==> src/hdl/bblc_pkg.sv <==
// bblc_pkg: shared types, codes and sizes for the byte budget lru cache
// used by bblc_ctrl, bblc_dp and byte_budget_lru_cache_top; no dependencies
`default_nettype none

package bblc_pkg;

	localparam int DEPTH = 16;
	localparam int KEY_BITS = 32;
	localparam int IDX_W = $clog2(DEPTH);
	localparam int CNT_W = $clog2(DEPTH + 1);
	localparam int DATA_W = 32;
	localparam int OVH_W = 16;
	localparam int CFG_IDX_W = 1;
	localparam int IN_TDATA_W = 104;
	localparam int OUT_TDATA_W = 104;

	localparam logic [1:0] OP_GET = 2'd0;
	localparam logic [1:0] OP_PUT = 2'd1;
	localparam logic [1:0] OP_DROP = 2'd2;

	localparam logic [1:0] STAT_OK = 2'd0;
	localparam logic [1:0] STAT_MISS = 2'd1;
	localparam logic [1:0] STAT_OVER = 2'd2;

	localparam logic KIND_EVICT = 1'b0;
	localparam logic KIND_FINAL = 1'b1;

	localparam logic [CFG_IDX_W-1:0] REG_BUDGET = 1'd0;
	localparam logic [CFG_IDX_W-1:0] REG_OVERHEAD = 1'd1;

	localparam logic [DATA_W-1:0] BUDGET_RESET = 32'd4194304;

	typedef enum logic [2:0] {
		ACT_NONE,
		ACT_MATCH,
		ACT_EVICT,
		ACT_OVER,
		ACT_STORE,
		ACT_GET,
		ACT_DROP,
		ACT_ECHO
	} act_t;

	typedef enum logic [2:0] {
		ST_IDLE,
		ST_DECODE,
		ST_GET_OUT,
		ST_BUDGET,
		ST_FULL,
		ST_STORE
	} state_t;

	typedef struct packed {
		logic load;
		act_t act;
	} cmd_t;

	typedef struct packed {
		logic [1:0] opcode;
		logic sum_gt;
		logic empty;
		logic full;
		logic out_free;
	} stat_t;

endpackage

`default_nettype wire

==> src/hdl/bblc_ctrl.sv <==
// bblc_ctrl: sequencer for get, put with evictions, drop and unused codes
// depends on bblc_pkg; drives bblc_dp through cmd_t and reads stat_t
`default_nettype none

module bblc_ctrl (
	input wire logic clk,
	input wire logic arst_n,
	input wire logic s_tvalid,
	output logic s_tready,
	input wire bblc_pkg::stat_t stat,
	output bblc_pkg::cmd_t cmd
);

	bblc_pkg::state_t state_q, state_d;

	always_ff @(posedge clk or negedge arst_n) begin
		if (!arst_n) begin
			state_q <= bblc_pkg::ST_IDLE;
		end else begin
			state_q <= state_d;
		end
	end

	always_comb begin
		state_d = state_q;
		cmd.load = 1'b0;
		cmd.act = bblc_pkg::ACT_NONE;
		s_tready = 1'b0;
		unique case (state_q)
			bblc_pkg::ST_IDLE: begin
				s_tready = 1'b1;
				if (s_tvalid) begin
					cmd.load = 1'b1;
					state_d = bblc_pkg::ST_DECODE;
				end
			end
			bblc_pkg::ST_DECODE: begin
				if (stat.opcode == bblc_pkg::OP_GET) begin
					cmd.act = bblc_pkg::ACT_MATCH;
					state_d = bblc_pkg::ST_GET_OUT;
				end else if (stat.opcode == bblc_pkg::OP_PUT) begin
					state_d = bblc_pkg::ST_BUDGET;
				end else if (stat.out_free) begin
					cmd.act = (stat.opcode == bblc_pkg::OP_DROP) ?
						bblc_pkg::ACT_DROP : bblc_pkg::ACT_ECHO;
					state_d = bblc_pkg::ST_IDLE;
				end
			end
			bblc_pkg::ST_GET_OUT: begin
				if (stat.out_free) begin
					cmd.act = bblc_pkg::ACT_GET;
					state_d = bblc_pkg::ST_IDLE;
				end
			end
			bblc_pkg::ST_BUDGET: begin
				priority if (!stat.sum_gt) begin
					state_d = bblc_pkg::ST_FULL;
				end else if (stat.empty) begin
					cmd.act = bblc_pkg::ACT_OVER;
					state_d = bblc_pkg::ST_FULL;
				end else if (stat.out_free) begin
					cmd.act = bblc_pkg::ACT_EVICT;
				end
			end
			bblc_pkg::ST_FULL: begin
				if (!stat.full) begin
					state_d = bblc_pkg::ST_STORE;
				end else if (stat.out_free) begin
					cmd.act = bblc_pkg::ACT_EVICT;
					state_d = bblc_pkg::ST_STORE;
				end
			end
			bblc_pkg::ST_STORE: begin
				if (stat.out_free) begin
					cmd.act = bblc_pkg::ACT_STORE;
					state_d = bblc_pkg::ST_IDLE;
				end
			end
			default: begin
				state_d = bblc_pkg::ST_IDLE;
			end
		endcase
	end

endmodule

`default_nettype wire

==> src/hdl/bblc_dp.sv <==
// bblc_dp: entry table, recency ranks, byte accounting and output register
// depends on bblc_pkg; commanded by bblc_ctrl
`default_nettype none

module bblc_dp (
	input wire logic clk,
	input wire logic arst_n,
	input wire logic cfg_we,
	input wire logic [bblc_pkg::CFG_IDX_W-1:0] cfg_index,
	input wire logic [bblc_pkg::DATA_W-1:0] cfg_wdata,
	input wire logic [bblc_pkg::IN_TDATA_W-1:0] s_tdata,
	input wire logic [1:0] s_tuser,
	input wire bblc_pkg::cmd_t cmd,
	output bblc_pkg::stat_t stat,
	output logic m_tvalid,
	input wire logic m_tready,
	output logic [bblc_pkg::OUT_TDATA_W-1:0] m_tdata,
	output logic m_tuser,
	output logic m_tlast
);

	localparam int D = bblc_pkg::DEPTH;
	localparam int IW = bblc_pkg::IDX_W;
	localparam int CW = bblc_pkg::CNT_W;
	localparam int KW = bblc_pkg::KEY_BITS;
	localparam int DW = bblc_pkg::DATA_W;

	// item registers
	logic [1:0] op_q;
	logic [KW-1:0] key_q;
	logic prom_q;
	logic [DW-1:0] hdl_q;
	logic [DW-1:0] bytes_q;
	logic over_q;

	// entry table
	logic [KW-1:0] ekey_q [D];
	logic [DW-1:0] eref_q [D];
	logic [DW-1:0] esize_q [D];
	logic [D-1:0] valid_q;
	logic [IW-1:0] rank_q [D];
	logic [CW-1:0] cnt_q;
	logic [DW-1:0] used_q;
	logic [DW-1:0] budget_q;
	logic [bblc_pkg::OVH_W-1:0] ovh_q;

	logic [IW-1:0] hit_idx_q;
	logic found_q;

	// output register
	logic mv_q, kind_q, found_o_q, last_q;
	logic [DW-1:0] hdl_o_q, key_o_q, used_o_q;
	logic [1:0] stat_o_q;

	logic [D-1:0] match, win, oldest;
	logic [IW-1:0] win_idx, old_idx, free_idx, rd_idx, old_rank, hit_rank;
	logic win_any;
	logic [DW:0] sum;
	logic [DW-1:0] rd_ref, rd_size, used_sub, used_add;
	logic [KW-1:0] rd_key;
	logic [CW-1:0] cnt_m1;
	logic out_free;
	logic emit_beat;

	always_comb begin
		for (int i = 0; i < D; i++) begin
			match[i] = valid_q[i] && (ekey_q[i] == key_q);
		end
		for (int i = 0; i < D; i++) begin
			win[i] = match[i];
			for (int j = 0; j < D; j++) begin
				if (j != i && match[j] && rank_q[j] < rank_q[i]) begin
					win[i] = 1'b0;
				end
			end
		end
		cnt_m1 = cnt_q - CW'(1);
		old_rank = cnt_m1[IW-1:0];
		for (int i = 0; i < D; i++) begin
			oldest[i] = valid_q[i] && (rank_q[i] == old_rank);
		end
		win_idx = '0;
		old_idx = '0;
		for (int i = 0; i < D; i++) begin
			if (win[i]) begin
				win_idx = win_idx | IW'(i);
			end
			if (oldest[i]) begin
				old_idx = old_idx | IW'(i);
			end
		end
		win_any = |match;
		free_idx = '0;
		for (int i = D - 1; i >= 0; i--) begin
			if (!valid_q[i]) begin
				free_idx = IW'(i);
			end
		end
	end

	assign rd_idx = (cmd.act == bblc_pkg::ACT_GET) ? hit_idx_q : old_idx;
	assign rd_ref = eref_q[rd_idx];
	assign rd_key = ekey_q[rd_idx];
	assign rd_size = esize_q[rd_idx];
	assign hit_rank = rank_q[hit_idx_q];

	assign sum = {1'b0, used_q} + {1'b0, bytes_q};
	assign used_sub = (used_q >= rd_size) ? (used_q - rd_size) : '0;
	assign used_add = sum[DW] ? '1 : sum[DW-1:0];

	assign out_free = !mv_q || m_tready;

	// commands that load a result beat
	assign emit_beat = (cmd.act == bblc_pkg::ACT_EVICT) || (cmd.act == bblc_pkg::ACT_STORE) ||
		(cmd.act == bblc_pkg::ACT_GET) || (cmd.act == bblc_pkg::ACT_DROP) ||
		(cmd.act == bblc_pkg::ACT_ECHO);

	assign stat.opcode = op_q;
	assign stat.sum_gt = sum > {1'b0, budget_q};
	assign stat.empty = (cnt_q == '0);
	assign stat.full = (cnt_q == CW'(D));
	assign stat.out_free = out_free;

	// configuration
	always_ff @(posedge clk or negedge arst_n) begin
		if (!arst_n) begin
			budget_q <= bblc_pkg::BUDGET_RESET;
			ovh_q <= '0;
		end else if (cfg_we) begin
			if (cfg_index == bblc_pkg::REG_BUDGET) begin
				budget_q <= cfg_wdata;
			end
			if (cfg_index == bblc_pkg::REG_OVERHEAD) begin
				ovh_q <= cfg_wdata[bblc_pkg::OVH_W-1:0];
			end
		end
	end

	// item capture and payload of the table
	always_ff @(posedge clk) begin
		if (cmd.load) begin
			op_q <= s_tuser;
			key_q <= KW'(s_tdata[31:0]);
			prom_q <= s_tdata[32];
			hdl_q <= s_tdata[64:33];
			bytes_q <= s_tdata[96:65];
		end
		if (cmd.act == bblc_pkg::ACT_MATCH) begin
			hit_idx_q <= win_idx;
		end
		if (cmd.act == bblc_pkg::ACT_STORE) begin
			ekey_q[free_idx] <= key_q;
			eref_q[free_idx] <= hdl_q;
			esize_q[free_idx] <= bytes_q;
		end
	end

	// control state of the table and the output register
	always_ff @(posedge clk or negedge arst_n) begin
		if (!arst_n) begin
			valid_q <= '0;
			for (int i = 0; i < D; i++) begin
				rank_q[i] <= '0;
			end
			cnt_q <= '0;
			used_q <= '0;
			found_q <= 1'b0;
			over_q <= 1'b0;
			mv_q <= 1'b0;
			kind_q <= 1'b0;
			found_o_q <= 1'b0;
			last_q <= 1'b0;
			hdl_o_q <= '0;
			key_o_q <= '0;
			used_o_q <= '0;
			stat_o_q <= '0;
		end else begin
			if (emit_beat) begin
				mv_q <= 1'b1;
			end else if (m_tready) begin
				mv_q <= 1'b0;
			end
			if (cmd.load) begin
				over_q <= 1'b0;
			end
			unique case (cmd.act)
				bblc_pkg::ACT_NONE: begin
				end
				bblc_pkg::ACT_MATCH: begin
					found_q <= win_any;
				end
				bblc_pkg::ACT_OVER: begin
					over_q <= 1'b1;
				end
				bblc_pkg::ACT_EVICT: begin
					valid_q[old_idx] <= 1'b0;
					cnt_q <= cnt_m1;
					used_q <= used_sub;
					kind_q <= bblc_pkg::KIND_EVICT;
					found_o_q <= 1'b0;
					hdl_o_q <= rd_ref;
					key_o_q <= DW'(rd_key);
					stat_o_q <= bblc_pkg::STAT_OK;
					used_o_q <= used_sub;
					last_q <= 1'b0;
				end
				bblc_pkg::ACT_STORE: begin
					for (int i = 0; i < D; i++) begin
						if (valid_q[i] && IW'(i) != free_idx) begin
							rank_q[i] <= rank_q[i] + IW'(1);
						end
					end
					rank_q[free_idx] <= '0;
					valid_q[free_idx] <= 1'b1;
					cnt_q <= cnt_q + CW'(1);
					used_q <= used_add;
					kind_q <= bblc_pkg::KIND_FINAL;
					found_o_q <= 1'b0;
					hdl_o_q <= '0;
					key_o_q <= DW'(key_q);
					stat_o_q <= over_q ? bblc_pkg::STAT_OVER : bblc_pkg::STAT_OK;
					used_o_q <= used_add;
					last_q <= 1'b1;
				end
				bblc_pkg::ACT_GET: begin
					if (found_q && prom_q) begin
						for (int i = 0; i < D; i++) begin
							if (valid_q[i] && rank_q[i] < hit_rank) begin
								rank_q[i] <= rank_q[i] + IW'(1);
							end
						end
						rank_q[hit_idx_q] <= '0;
					end
					kind_q <= bblc_pkg::KIND_FINAL;
					found_o_q <= found_q;
					hdl_o_q <= found_q ? rd_ref : '0;
					key_o_q <= DW'(key_q);
					stat_o_q <= found_q ? bblc_pkg::STAT_OK : bblc_pkg::STAT_MISS;
					used_o_q <= used_q;
					last_q <= 1'b1;
				end
				bblc_pkg::ACT_DROP: begin
					valid_q <= '0;
					cnt_q <= '0;
					used_q <= DW'(ovh_q);
					kind_q <= bblc_pkg::KIND_FINAL;
					found_o_q <= 1'b0;
					hdl_o_q <= '0;
					key_o_q <= '0;
					stat_o_q <= bblc_pkg::STAT_OK;
					used_o_q <= DW'(ovh_q);
					last_q <= 1'b1;
				end
				bblc_pkg::ACT_ECHO: begin
					kind_q <= bblc_pkg::KIND_FINAL;
					found_o_q <= 1'b0;
					hdl_o_q <= '0;
					key_o_q <= DW'(key_q);
					stat_o_q <= bblc_pkg::STAT_OK;
					used_o_q <= used_q;
					last_q <= 1'b1;
				end
				default: begin
				end
			endcase
		end
	end

	assign m_tvalid = mv_q;
	assign m_tuser = kind_q;
	assign m_tlast = last_q;
	assign m_tdata = {5'd0, used_o_q, stat_o_q, key_o_q, hdl_o_q, found_o_q};

`ifndef SYNTHESIS
	a_cnt_matches_valid: assert property (@(posedge clk) disable iff (!arst_n)
		$countones(valid_q) == int'(cnt_q))
		else $error("entry count out of step with valid bits");

	a_evict_not_empty: assert property (@(posedge clk) disable iff (!arst_n)
		cmd.act == bblc_pkg::ACT_EVICT |-> cnt_q != '0 && $onehot(oldest))
		else $error("eviction without a unique oldest entry");

	a_store_has_room: assert property (@(posedge clk) disable iff (!arst_n)
		cmd.act == bblc_pkg::ACT_STORE |-> cnt_q < CW'(D))
		else $error("store into a full table");

	a_emit_when_free: assert property (@(posedge clk) disable iff (!arst_n)
		(cmd.act == bblc_pkg::ACT_EVICT || cmd.act == bblc_pkg::ACT_STORE ||
		 cmd.act == bblc_pkg::ACT_GET) |-> out_free)
		else $error("result written over a waiting beat");
`endif

endmodule

`default_nettype wire

==> src/hdl/byte_budget_lru_cache_top.sv <==
// byte_budget_lru_cache_top: size weighted lru cache, top level
// depends on bblc_pkg, bblc_ctrl and bblc_dp
//
// channel  | dir | handshake          | payload
// s_*      | in  | s_tvalid/s_tready  | s_tdata, s_tuser (opcode)
// m_*      | out | m_tvalid/m_tready  | m_tdata, m_tuser (result_kind), m_tlast
// cfg_*    | in  | cfg_we             | cfg_index, cfg_wdata
//
// get: idle, decode, get_out; drop and unused codes: idle, decode
// put: idle, decode, budget check (repeated per budget eviction), table full check
// and store, the state machine stepping them one beat at a time
// one item in flight; the next beat is taken while the last result still waits
// a stalled output holds the sequencer; reset empties the table at once
`default_nettype none

module byte_budget_lru_cache_top (
	input wire logic clk,
	input wire logic arst_n,
	input wire logic cfg_we,
	input wire logic [bblc_pkg::CFG_IDX_W-1:0] cfg_index,
	input wire logic [bblc_pkg::DATA_W-1:0] cfg_wdata,
	input wire logic s_tvalid,
	output logic s_tready,
	// key, promote, entry_handle, entry_bytes, zero pad
	input wire logic [bblc_pkg::IN_TDATA_W-1:0] s_tdata,
	// opcode
	input wire logic [1:0] s_tuser,
	output logic m_tvalid,
	input wire logic m_tready,
	// found, handle_out, key_out, status, used_out, zero pad
	output logic [bblc_pkg::OUT_TDATA_W-1:0] m_tdata,
	// result_kind
	output logic m_tuser,
	output logic m_tlast
);

	bblc_pkg::cmd_t cmd;
	bblc_pkg::stat_t stat;

	bblc_ctrl u_ctrl (
		.clk(clk),
		.arst_n(arst_n),
		.s_tvalid(s_tvalid),
		.s_tready(s_tready),
		.stat(stat),
		.cmd(cmd)
	);

	bblc_dp u_dp (
		.clk(clk),
		.arst_n(arst_n),
		.cfg_we(cfg_we),
		.cfg_index(cfg_index),
		.cfg_wdata(cfg_wdata),
		.s_tdata(s_tdata),
		.s_tuser(s_tuser),
		.cmd(cmd),
		.stat(stat),
		.m_tvalid(m_tvalid),
		.m_tready(m_tready),
		.m_tdata(m_tdata),
		.m_tuser(m_tuser),
		.m_tlast(m_tlast)
	);

endmodule

`default_nettype wire

==> config.mk <==
export PLATFORM = sky130hd
export DESIGN_NAME = byte_budget_lru_cache_top
export DESIGN_NICKNAME = d
export VERILOG_FILES = /design/src/hdl/bblc_pkg.sv /design/src/hdl/bblc_ctrl.sv /design/src/hdl/bblc_dp.sv /design/src/hdl/byte_budget_lru_cache_top.sv
export SDC_FILE = /design/constraint.sdc
export NUM_CORES = 2
export LEC_CHECK = 0
export BUFFER_PORTS_ARGS = -buffer_cell sky130_fd_sc_hd__buf_2
export CAP_MARGIN = 40
export CORE_MARGIN = 1.5
export CORE_UTILIZATION = 25
export CTS_BUF_LIST = sky130_fd_sc_hd__clkbuf_8
export CTS_CLUSTER_DIAMETER = 40
export DETAILED_ROUTE_END_ITERATION = 10
export GPL_ROUTABILITY_DRIVEN = 0
export SYNTH_ARGS = -nofsm -noshare
export SYNTH_HDL_FRONTEND = slang
export SYNTH_SLANG_ARGS = --single-unit
==> constraint.sdc <==
create_clock -name clk -period 10.3 [get_ports clk]
set_input_delay 0.515 -clock clk [delete_from_list [all_inputs] [get_ports clk]]
set_output_delay 0.515 -clock clk [all_outputs]
set_load 0.005 [all_outputs]
==> metrics.yaml <==
holdCritPathClass: "in -> async"
finalCritPeriodShare_pct: 85.1
synth_top_area_share_pct: 49.3
async_flop_share_pct: 14.2
final_cells: 14200
cts_buffers: 321
cts_resized: 0
antenna_found_initial: 35
rsz0062_at_grt: "false"
dr.pass1.iters: 9
grt_pass1_vias: 69300
numPortBuffers: 239
fin_skew_ns: 0.0861
clock_latency_ns: 1.01
htreeDepth: 5
path_common_cell: "buf_4"
worstMarginPinSlew_ns: 0.972
leakage_nw: 41.8
peakVddDrop_mv: 0.320
die_h_um: 635
syn_area_sq_um: 99700
path_class: "reg -> reg"
end_kind: "register"
start_util_pct: 25.2
final_cell_mix: "1639 x edfxtp_1, 793 x nand2_1, 628 x ha_1"
hold_slack_ns: 0.0171
max_freq_mhz: 114
fill_cells: 40600
status: "finished, final reports clean"
critPathMaxStageDelay_ns: 0.87
drt-total-wl_um: 361000
finalHoldViolCount: 0
yosysSeqAreaShare_pct: 56.1
final-setup-viol-count: 0
grt_usage_pct: 17.3
viasPerCell: 5.11
vias: 72600
cts_tree: "done"
p_per_area_nw_per_um2: 300
cts_sinks: 1910
cts_max_path_buffers: 4
dieArea_sq_um: 403000
drt.antenna.violating_nets: 0
grt_pass1_wl_um: 509000
cp_slowest_cell: "ha_1"
syn2layout_area_growth_pct: 16.5
synth.area.top_cells: "edfxtp_1 49%, ha_1 7.9%, dfrtp_1 6.8%"
cts.reportedPaths.clkPinSlew_ns: 0.06
finish.utilization_pct: 29.3
synth_flop_cell: "edfxtp_1"
drt_iter0_drc: 8236
layout.cells.most_common: "edfxtp_1"
timing.setup.tns_ns: 0
drive_above_1_share_pct: 14.2
crit_arrival_ns: 9.54
place_inst: 13500
wire_per_inst_um: 25.4
dpl_cell_area_sq_um: 108000
relSlewSlack_pct: 34.6
setup.worst_path.start_class: "register"
r2r_setup_slack_ns: 1.53
ios: 252
maxSlewViolCount: 0
core_region_area_sq_um: 397000
clockRootBuffer: "clkbuf_8"
synthCells: 8173
dp_hpwl_um: 239000
synth-edff-count: 1639
postLayoutCellArea_sq_um: 116000
ys_ff_latch: 1910
final.min_clock_period_ns: 8.77
yosys.area.top_type: "edfxtp_1"
avgSynthCellArea_sq_um: 12.2
yosysUniqueCellTypes: 102
row_count: 231
fin_nets: 9457
grt_overflow: 0
grt_max_degree: 146
crit_fanout: 49
ys.warnings.count: 0
critPathRequiredTime_ns: 11.08
drt_drc_violations_left: 0
die_w_um: 635
maxCapViolCount: 0
[metrics by stage]
| stage | total power [W] | setup slack [ns] |
|---|---|---|
| after global routing | 0.0368 | 1.07 |
| after CTS | 0.0347 | 1.64 |
| after detailed placement | 0.0278 | 1.70 |
| final | 0.0348 | 1.53 |
| after global placement | 0.0274 | 1.55 |
| after floorplan | 0.0219 | 3.49 |
[metal layers]
metal  wire length (um)  vias to the layer above  track usage, %  part of all wire, %
met3              29800                      707            2.95                  8.3
met1             145000                    36200            22.5                   40
met4              17200                       10            7.39                  4.8
met5                 69                        -               0                0.019
met2             169000                     3398            28.3                   47
li1                   -                    32200               -                    -
[flip-flops by register name, indices dropped and copies added, names as in the netlist, 2 cells and up]
name            flops
u_ctrl.state_q      3
u_dp.budget_q      32
u_dp.bytes_q       32
u_dp.cnt_q          5
u_dp.ekey_q       512
u_dp.eref_q       512
u_dp.esize_q      512
u_dp.hdl_o_q       32
u_dp.hdl_q         32
u_dp.hit_idx_q      4
u_dp.key_o_q       32
u_dp.key_q         32
u_dp.op_q           2
u_dp.ovh_q         16
u_dp.rank_q        64
u_dp.stat_o_q       2
u_dp.used_o_q      32
u_dp.used_q        32
u_dp.valid_q       16
[Yosys cell counts, drive strengths merged (102+ instances only)]
cell type	number
clkbuf	228
a21oi	335
ha	628
xnor2	177
inv	150
nand2	799
o22ai	148
mux2i	167
nor2	379
a211oi	137
dfrtp	270
and2	114
a31oi	104
nand3	249
nand4	119
buf	225
nor4	102
nor2b	120
nand2b	146
o21ai	370
xor2	426
mux2	220
nor3	103
edfxtp	1639
[worst paths after layout]
check / cells past startpoint / start / to
worst min register to register: 1 / u_dp.hdl_o_q[13]$_DFFE_PN0P_ / u_dp.hdl_o_q[13]$_DFFE_PN0P_
max in group asynchronous: 5 / arst_n / u_dp.used_o_q[18]$_DFFE_PN0P_
min in group clk: 4 / cfg_we / u_dp.ovh_q[1]$_DFFE_PN0P_
worst max-delay path: 25 / u_dp.cnt_q[0]$_DFFE_PN0P_ / u_dp.used_o_q[22]$_DFFE_PN0P_
worst min-delay path: 2 / arst_n / u_dp.key_o_q[11]$_DFFE_PN0P_
worst max register to register: 25 / u_dp.cnt_q[0]$_DFFE_PN0P_ / u_dp.used_o_q[22]$_DFFE_PN0P_
[power breakdown]
group	total (W)	leakage, nW	switching (W)	internal [W]
logic	0.0182	20.1	0.0118	0.00641
registers	0.00982	18.2	0.000614	0.00921
clock network	0.00682	3.55	0.00328	0.00354
total	0.0348	41.8	0.0157	0.0192
[critical path: cells and delay by family (launching register included)]
family | cells | cell delay, ns
AOI/OAI and AO/OA | 11 | 3.13
buffers and inverters | 5 | 1.14
adders and majority gates | 3 | 1.47
xor gates and xnor gates | 1 | 0.13
and+or+nand+nor | 5 | 2.30
DFF | 1 | 0.32
[timing repair]
action	4_1_cts	5_1_grt
hold buffers	134	0
setup buffers	0	0
endpoints found under the setup margin	0	0
endpoints found under the hold margin	216	0
[layout make-up]
cell class | count | area [sq um] | area share, %
Clock buffer | 348 | 4790 | 4.12
Clock inverter | 228 | 1500 | 1.29
Timing Repair Buffer | 636 | 5320 | 4.58
Sequential cell | 1910 | 56000 | 48.2
Antenna cell | 15 | 37.5 | 0.0323
Inverter | 151 | 574 | 0.494
Multi-Input combinational cell | 5663 | 41400 | 35.6
Tap cell | 5242 | 6560 | 5.65
[cell families (layout without fill, tap and decap cells)]
family                     Yosys count  count (layout)  synth area share, %
adders and majority gates          630             630                 7.92
AOI/OAI and AO/OA                 1798            1798                 12.2
DFF                               1910            1910                 56.1
xor gates and xnor gates           623             623                 5.76
other                                1              20              0.00376
and+or+nand+nor                   2200            2200                 10.5
muxes                              407             407                 4.61
buffers and inverters              604            1363                 2.78
Note: power is estimated with default switching activity, not from simulation.
